==> src/rtl/core/smcp_pkg.sv <==
// smcp_pkg: types, codes and constants of the serial motor command parser
// no dependencies; imported by the core and by its port checker
`default_nettype none

package smcp_pkg;

    // longest line in bytes; a line closes as soon as this many are stored
    localparam int LINE_MAX = 31;
    localparam int POS_W    = $clog2(LINE_MAX + 1);

    localparam logic [7:0] NL_BYTE    = 8'd10;
    localparam logic [7:0] NUL_BYTE   = 8'd0;
    localparam logic [7:0] CHAR_ZERO  = 8'h30;
    localparam logic [7:0] CHAR_NINE  = 8'h39;
    localparam logic [7:0] CHAR_MINUS = 8'h2d;
    localparam logic [7:0] CHAR_COMMA = 8'h2c;
    localparam logic [7:0] CMD_DRIVE  = 8'h63;  // 'c'
    localparam logic [7:0] CMD_SENSE  = 8'h69;  // 'i'

    localparam logic [7:0] GAIN_RESET    = 8'd13;
    localparam logic [7:0] NEUTRAL_RESET = 8'd90;

    // x / 10 == (x * RECIP_DIV10) >> RECIP_SHIFT, exact for x below 2**24
    localparam int          PROD_W      = 24;
    localparam int          RECIP_SHIFT = 27;
    localparam logic [PROD_W-1:0] RECIP_DIV10 = PROD_W'((64'd1 << RECIP_SHIFT) / 10 + 1);

    typedef enum logic [0:0] {
        CFG_GAIN    = 1'b0,
        CFG_NEUTRAL = 1'b1
    } cfg_idx_t;

    typedef enum logic [1:0] {
        STAT_OK     = 2'd0,
        STAT_BAD    = 2'd1,
        STAT_SENSOR = 2'd2
    } status_t;

    typedef enum logic [1:0] {
        VERDICT_PENDING = 2'd0,
        VERDICT_GOOD    = 2'd1,
        VERDICT_BAD     = 2'd2
    } verdict_t;

    typedef struct packed {
        logic [7:0] rx_byte;
        logic       right_sensor;
        logic       left_sensor;
    } rx_item_t;

    typedef struct packed {
        status_t            status;
        logic signed [15:0] right_drive;
        logic signed [15:0] left_drive;
        logic               right_level;
        logic               left_level;
    } result_t;

endpackage

`default_nettype wire

==> src/rtl/core/serial_motor_command_parser_core.sv <==
// serial_motor_command_parser_core: byte-wise command line parser with drive scaling
// depends on smcp_pkg
`default_nettype none

// Takes one received byte per transaction on rx and may give one result per
// line on res. Bytes collect into a line that ends at a newline or once
// LINE_MAX bytes are stored. A 'c' line gives either accepted drive values
// (status ok) or a bad-command result; an 'i' line reports the two sensor
// levels seen with its closing byte; other lines and empty lines give nothing.
// A new byte can be taken in every clock cycle while rx is not stalled. Line
// parsing is done in the cycle a byte is taken; a closed line then runs
// through four registered stages (capture, gain multiply, divide by ten as a
// reciprocal multiply, neutral offset into the output register). The stages
// collapse bubbles, so rx only stalls once all four stages hold results that
// res has not taken. Configuration writes are taken in any cycle (cfg_ready
// stays high) and must only be made while no line result is still in flight.
module serial_motor_command_parser_core
    import smcp_pkg::*;
(
    input  wire logic     clk,
    input  wire logic     rst_n,
    input  wire logic     rx_valid,
    output logic          rx_ready,
    input  wire rx_item_t rx_item,
    output logic          res_valid,
    input  wire logic     res_ready,
    output result_t       res_item,
    input  wire logic     cfg_valid,
    output logic          cfg_ready,
    input  wire cfg_idx_t cfg_index,
    input  wire logic [7:0] cfg_data
);

    // per-line parse context
    typedef struct packed {
        logic        neg;
        logic [15:0] acc;
        logic        has_dig;
        logic [1:0]  fcnt;
        logic [15:0] first;
        logic [15:0] second;
        verdict_t    verdict;
    } parse_t;

    // result tag carried down the pipeline
    typedef struct packed {
        status_t     status;
        logic [15:0] r_raw;
        logic [15:0] l_raw;
        logic        scale_r;
        logic        scale_l;
        logic        r_lvl;
        logic        l_lvl;
    } tag_t;

    localparam parse_t PARSE_CLEAR = '{
        neg: 1'b0, acc: '0, has_dig: 1'b0, fcnt: '0,
        first: '0, second: '0, verdict: VERDICT_PENDING
    };

    // one speed-text byte into the parse context
    function automatic parse_t feed(input parse_t p, input logic [7:0] c);
        parse_t      q;
        logic [15:0] val;
        logic [1:0]  fc;
        begin
            q   = p;
            val = '0;
            fc  = '0;
            if (p.verdict == VERDICT_PENDING)
            begin
                if (c == NUL_BYTE || c == CHAR_COMMA)
                begin
                    if (!p.has_dig)
                    begin
                        q.verdict = VERDICT_BAD;
                    end
                    else
                    begin
                        val = p.neg ? 16'(16'd0 - p.acc) : p.acc;
                        if (p.fcnt == 2'd0)
                            q.first = val;
                        else
                            q.second = val;
                        fc        = 2'(p.fcnt + 2'd1);
                        q.fcnt    = fc;
                        q.neg     = 1'b0;
                        q.acc     = '0;
                        q.has_dig = 1'b0;
                        if (fc >= 2'd2)
                            q.verdict = VERDICT_GOOD;
                        else if (c == NUL_BYTE)
                            q.verdict = VERDICT_BAD;
                    end
                end
                else if (c == CHAR_MINUS)
                begin
                    q.neg = 1'b1;
                end
                else if (c >= CHAR_ZERO && c <= CHAR_NINE)
                begin
                    // acc * 10 + digit, wrapping at 16 bits
                    q.acc     = 16'({p.acc, 3'b000} + {p.acc, 1'b0} + {12'd0, c[3:0]});
                    q.has_dig = 1'b1;
                end
                else
                begin
                    q.verdict = VERDICT_BAD;
                end
            end
            return q;
        end
    endfunction

    // configuration registers
    logic [7:0] gain_reg;
    logic [7:0] neutral_reg;

    // line state
    logic [POS_W-1:0] pos_reg, pos_next;
    logic [7:0]       cmd_reg, cmd_next;
    parse_t           parse_reg, parse_next;

    // result pipeline
    logic                    s1_valid_reg, s2_valid_reg, s3_valid_reg, out_valid_reg;
    tag_t                    s1_reg, s2_reg, s3_reg;
    logic [PROD_W-1:0]       s2_prod_r_reg, s2_prod_l_reg;
    logic [15:0]             s3_quot_r_reg, s3_quot_l_reg;
    result_t                 out_reg, out_next;
    tag_t                    s1_next;
    logic                    s1_load;

    logic ready1, ready2, ready3, ready4;
    logic rx_accept;

    // combinational parse intermediates
    logic [POS_W-1:0] pos_f;
    logic [7:0]       cmd_f;
    parse_t           parse_f, parse_fin;
    logic             line_end;
    logic             good;

    // multiply / divide intermediates
    logic [15:0]                l_mag;
    logic [2*PROD_W-1:0]        recip_r, recip_l;
    logic [15:0]                right_sum, left_sum;

    // ready chain: a stage takes new data when empty or when it moves on
    assign ready4    = !out_valid_reg || res_ready;
    assign ready3    = !s3_valid_reg || ready4;
    assign ready2    = !s2_valid_reg || ready3;
    assign ready1    = !s1_valid_reg || ready2;
    assign rx_ready  = ready1;
    assign rx_accept = rx_valid && rx_ready;
    assign cfg_ready = 1'b1;

    assign res_valid = out_valid_reg;
    assign res_item  = out_reg;

    // configuration write decode
    always_ff @(posedge clk or negedge rst_n)
    begin
        if (!rst_n)
        begin
            gain_reg    <= GAIN_RESET;
            neutral_reg <= NEUTRAL_RESET;
        end
        else if (cfg_valid && cfg_ready)
        begin
            unique case (cfg_index)
                CFG_GAIN:    gain_reg    <= cfg_data;
                CFG_NEUTRAL: neutral_reg <= cfg_data;
                default:     gain_reg    <= gain_reg;
            endcase
        end
    end

    // byte parse and line close
    always_comb
    begin
        pos_f     = pos_reg;
        cmd_f     = cmd_reg;
        parse_f   = parse_reg;
        parse_fin = parse_reg;
        line_end  = 1'b0;
        good      = 1'b0;
        s1_next   = '0;
        s1_load   = 1'b0;

        if (rx_item.rx_byte == NL_BYTE)
        begin
            // newline is not stored; close with the current context
            line_end = 1'b1;
        end
        else
        begin
            if (pos_reg == '0)
                cmd_f = rx_item.rx_byte;
            else if (pos_reg >= POS_W'(2))
                parse_f = feed(parse_reg, rx_item.rx_byte);
            pos_f    = POS_W'(pos_reg + POS_W'(1));
            line_end = (pos_f >= POS_W'(LINE_MAX));
        end

        // closing a drive line: flush the last field, or fail a too-short line
        if (pos_f >= POS_W'(2))
        begin
            parse_fin = feed(parse_f, NUL_BYTE);
        end
        else
        begin
            parse_fin         = parse_f;
            parse_fin.verdict = VERDICT_BAD;
        end
        good = (parse_fin.verdict == VERDICT_GOOD);

        if (cmd_f == CMD_SENSE)
        begin
            s1_next.status = STAT_SENSOR;
            s1_next.r_lvl  = rx_item.right_sensor;
            s1_next.l_lvl  = rx_item.left_sensor;
        end
        else if (good)
        begin
            s1_next.status  = STAT_OK;
            s1_next.r_raw   = parse_fin.first;
            s1_next.l_raw   = parse_fin.second;
            // forward right and reverse left get the gain
            s1_next.scale_r = !parse_fin.first[15] && (parse_fin.first != '0);
            s1_next.scale_l = parse_fin.second[15];
        end
        else
        begin
            s1_next.status = STAT_BAD;
        end

        s1_load = rx_accept && line_end && (pos_f != '0)
                  && (cmd_f == CMD_SENSE || cmd_f == CMD_DRIVE);

        if (rx_accept && line_end)
        begin
            pos_next   = '0;
            cmd_next   = '0;
            parse_next = PARSE_CLEAR;
        end
        else if (rx_accept)
        begin
            pos_next   = pos_f;
            cmd_next   = cmd_f;
            parse_next = parse_f;
        end
        else
        begin
            pos_next   = pos_reg;
            cmd_next   = cmd_reg;
            parse_next = parse_reg;
        end
    end

    always_ff @(posedge clk or negedge rst_n)
    begin
        if (!rst_n)
        begin
            pos_reg   <= '0;
            cmd_reg   <= '0;
            parse_reg <= PARSE_CLEAR;
        end
        else
        begin
            pos_reg   <= pos_next;
            cmd_reg   <= cmd_next;
            parse_reg <= parse_next;
        end
    end

    // reverse-left magnitude; 0x8000 comes out right as unsigned
    assign l_mag   = 16'(16'd0 - s1_reg.l_raw);
    assign recip_r = s2_prod_r_reg * RECIP_DIV10;
    assign recip_l = s2_prod_l_reg * RECIP_DIV10;

    // neutral offset, wrapping at 16 bits
    always_comb
    begin
        right_sum = s3_reg.scale_r ? 16'({8'd0, neutral_reg} + s3_quot_r_reg)
                                   : 16'({8'd0, neutral_reg} + s3_reg.r_raw);
        left_sum  = s3_reg.scale_l ? 16'({8'd0, neutral_reg} + s3_quot_l_reg)
                                   : 16'({8'd0, neutral_reg} - s3_reg.l_raw);
        out_next             = '0;
        out_next.status      = s3_reg.status;
        if (s3_reg.status == STAT_OK)
        begin
            out_next.right_drive = right_sum;
            out_next.left_drive  = left_sum;
        end
        if (s3_reg.status == STAT_SENSOR)
        begin
            out_next.right_level = s3_reg.r_lvl;
            out_next.left_level  = s3_reg.l_lvl;
        end
    end

    // pipeline valids
    always_ff @(posedge clk or negedge rst_n)
    begin
        if (!rst_n)
        begin
            s1_valid_reg  <= 1'b0;
            s2_valid_reg  <= 1'b0;
            s3_valid_reg  <= 1'b0;
            out_valid_reg <= 1'b0;
        end
        else
        begin
            if (ready1)
                s1_valid_reg <= s1_load;
            if (ready2)
                s2_valid_reg <= s1_valid_reg;
            if (ready3)
                s3_valid_reg <= s2_valid_reg;
            if (ready4)
                out_valid_reg <= s3_valid_reg;
        end
    end

    // pipeline payload
    always_ff @(posedge clk)
    begin
        if (ready1 && s1_load)
            s1_reg <= s1_next;
        if (ready2 && s1_valid_reg)
        begin
            s2_reg        <= s1_reg;
            s2_prod_r_reg <= PROD_W'(s1_reg.r_raw) * PROD_W'(gain_reg);
            s2_prod_l_reg <= PROD_W'(l_mag) * PROD_W'(gain_reg);
        end
        if (ready3 && s2_valid_reg)
        begin
            s3_reg        <= s2_reg;
            s3_quot_r_reg <= recip_r[RECIP_SHIFT +: 16];
            s3_quot_l_reg <= recip_l[RECIP_SHIFT +: 16];
        end
        if (ready4 && s3_valid_reg)
            out_reg <= out_next;
    end

endmodule

`default_nettype wire

==> config.mk <==
export PLATFORM = sky130hd
export DESIGN_NAME = serial_motor_command_parser_core
export DESIGN_NICKNAME = d
export VERILOG_FILES = /design/src/rtl/core/smcp_pkg.sv /design/src/rtl/core/serial_motor_command_parser_core.sv
export SDC_FILE = /design/constraint.sdc
export NUM_CORES = 2
export LEC_CHECK = 0
export ABC_AREA = 1
export BUFFER_PORTS_ARGS = -buffer_cell sky130_fd_sc_hd__clkbuf_2
export CAP_MARGIN = 25
export CORE_MARGIN = 5
export CORE_UTILIZATION = 40
export DETAILED_ROUTE_END_ITERATION = 10
export HOLD_SLACK_MARGIN = 0.15
export PLACE_DENSITY_LB_ADDON = 0.15
export SLEW_MARGIN = 20
export SYNTH_ARGS = -nofsm -noshare
export SYNTH_HDL_FRONTEND = slang
export SYNTH_SLANG_ARGS = --single-unit
==> constraint.sdc <==
create_clock -name clk -period 12.6 [get_ports clk]
set_input_delay 2.52 -clock clk [delete_from_list [all_inputs] [get_ports clk]]
set_output_delay 2.52 -clock clk [all_outputs]
set_load 0.05 [all_outputs]
==> flow_summary.yaml <==
outcome:
  outcome: "finished clean"
placement:
  numPortBuffers: 61
  hpwl_mm: 97.62
  dp_cells: 6265
  gp_routability_congestion: 0.9416
  place_ws_ns: 6.160
routing:
  drtIter0Drc: 1956
  vias_per_cell: 4.921
  dr.pass1.iters: 5
  avgRoutedWirePerCell_um: 18.33
  vias: 31220
  finalWirelength_mm: 116.3
  detail-route-antenna-nets: 0
  route.detailed.drc: 0
floorplanning:
  dieArea_sq_um: 115500
  die_y_um: 339.9
  start_util: 0.4015
  die_width_um: 339.9
  core_sq_um: 108400
  rows: 121
  ios: 63
logic_synthesis:
  synthesis.area_sq_um: 43530
  synth_cell_types: 64
  ys_async_sr_fraction: 0.2771
  synth_seq_cells: 314
  synth.area.top_cells: "fa_1 28%, ha_1 17%, edfxtp_1 16%"
  synth_top_area_cell: "fa_1"
  synthFlopType: "edfxtp_1"
  yosysSeqAreaShare: 0.2068
  synth_cells: 4871
  synth_top_area_frac: 0.2806
  syn_nets: 6096
  synth_area_per_cell_sq_um: 8.936
  ys_warn_count: 0
  synth_enable_flop_cells: 227
cts:
  cts_buffers: 43
  cts_root_buffer: "clkbuf_16"
  clk_latency_ns: 0.60
  cts_tree: "built"
  cts_setup_buffers: 0
  htree_levels: 2
  cts.path.max_buffers: 3
  hold_buffers: 0
  cts_sinks: 314
  cts_resized: 0
  clkTransAtPathRegs_ns: 0.06
hold_path:
  hold_class: "reg -> reg"
  min-delay-start: "s2_reg[4]"
finish:
  drive_gt1_frac: 0.05194
  layout_common_cells: "1256 x inv_1, 823 x nand2_1, 610 x fa_1, 591 x ha_1, 237 x nor2_1"
  fin_nets: 6121
  final_common_cell: "inv_1"
  post-route-util: 0.4312
  area_delta_synth_final_pct: 7.396
  stdcell_count: 6344
  largest_reg_flops: 54
  fill_cells: 10720
worst_setup_path:
  path_common_cell: "fa_1"
  arrival_ns: 6.86
  cp_slowest_cell: "edfxtp_1"
  worstPathCellList: "ha_1, inv_1, fa_1, inv_1, fa_1, inv_1, fa_1, fa_1, fa_1, fa_1, inv_1, ha_1, a21oi_1, inv_1, a31oi_1, o21ai_0, o21ai_0, nand3_1, xor2_1"
  endpoint_kind: "register"
  critPathBufInv: 5
  critPathKind: "reg -> reg"
  required_ns: 12.93
  critPathTopFamily: "adder cells"
  start_kind: "register"
  cp-startpoint: "s2_prod_l_reg[11]"
  path_max_fanout: 7
  r2r_start: "s2_prod_l_reg[11]"
  max_stage_delay_ns: 0.63
sta:
  drv_slew: 0
  timing.fmax_mhz: 153.2
  period_minus_slack_ns: 6.526
  worst_pin_slew_ns: 0.9690
  finalHoldViolCount: 0
  rsz0062_at_grt: "no"
  fin_setup_tns_ns: 0
  hold-worst-slack_ns: 0.4165
  setup_violations: 0
  finClkSkew_ns: 0.02514
  fin_crit_sh: 0.5179
  layout_setup_ws_ns: 6.074
  slew_headroom: 0.3540
power:
  powerDensity_nw_per_um2: 101.1
  irDropWorstVdd_v: 0.00009838
  p_leak_nw: 23.83
global_route:
  overflow: 0
  grt_max_degree: 70
  grt_pass1_vias: 32090
  grt_first_pass_wirelength_mm: 184.2
  grtUsageTotal: 0.2034
  antenna_found_initial: 2
run:
  drv_cap: 0
cells in the mapped netlist (11+ instances only):
master and count:
inv_1 1258, nand2_1 823, fa_1 610, ha_1 591, nor2_1 239, edfxtp_1 227, a21oi_1 211, o21ai_0 180
nand3_1 122, dfrtp_1 80, xor2_1 80, clkbuf_1 55, o22ai_1 38, xnor2_1 34, a31oi_1 28, nor3_1 28
nand4_1 24, nand2_2 21, inv_2 17, clkbuf_2 14, o21ai_1 13, o21bai_1 12, nand3_2 11, or2_2 11
worst reg2reg max path, cell delays in order, from the launching register on:
cell and delay [ns]:
edfxtp_1 0.63, ha_1 0.41, inv_1 0.18, fa_1 0.56, inv_1 0.06, fa_1 0.47, inv_1 0.05, fa_1 0.49
fa_1 0.56, fa_1 0.43, fa_1 0.51, inv_1 0.08, ha_1 0.35, a21oi_1 0.14, inv_1 0.09, a31oi_1 0.24
o21ai_0 0.16, o21ai_0 0.46, nand3_1 0.21, xor2_1 0.18
power breakdown:
group          leakage, nW  switching (mW)  total [mW]  internal [mW]
Combinational         19.9            1.37        2.09          0.726
Sequential            3.24          0.0955        1.32           1.23
Clock                0.726           0.529        1.31          0.781
cell type report:
class / instances / area, sq um / area share
multi-input combinational: 3183 / 29280 / 0.6263
sequential: 314 / 9002 / 0.1926
inverter: 1278 / 4798 / 0.1026
tap: 1414 / 1769 / 0.03785
clock buffer: 49 / 1099 / 0.02350
timing repair buffer: 76 / 420.4 / 0.008993
clock inverter: 29 / 375.4 / 0.008030
antenna: 1 / 2.502 / 0.00005353
metal layers:
layer	vias up	GRT usage	part of all wire
met2	630	0.3167	0.44
li1	15130	-	-
met5	-	0	0
met3	100	0.02830	0.051
met4	0	0.04091	0.020
met1	15360	0.3046	0.49
cell families after synthesis:
logic type,count (synthesis),synth area share
AO/OA/AOI/OAI,535,0.06827
AND/OR/NAND/NOR,1329,0.1296
flip-flops,314,0.2068
multiplexers,3,0.0006899
buffers and inverters,1374,0.1211
other,1,0.00008615
XOR/XNOR,114,0.02294
adder cells (fa/ha/maj),1201,0.4504
worst paths after layout:
check | to | slack (ns) | cells after the start
max | s3_quot_l_reg[12] | 6.07 | 19
min | s3_reg[4] | 0.42 | 0
max reg2reg | s3_quot_l_reg[12] | 6.07 | 19
min reg2reg | s3_reg[4] | 0.42 | 0
max in group asynchronous | neutral_reg[2] | 9.54 | 2
min in group asynchronous | parse_reg[49] | 1.91 | 1
per-stage QoR:
step	area, sq um	power, mW
6_report	46750	4.724
5_1_grt	46740	5.122
3_3_place_gp	45270	3.429
2_1_floorplan	43530	2.924
3_5_place_dp	45270	3.439
4_1_cts	46740	4.777
Note: power is estimated with default switching activity, not from simulation.
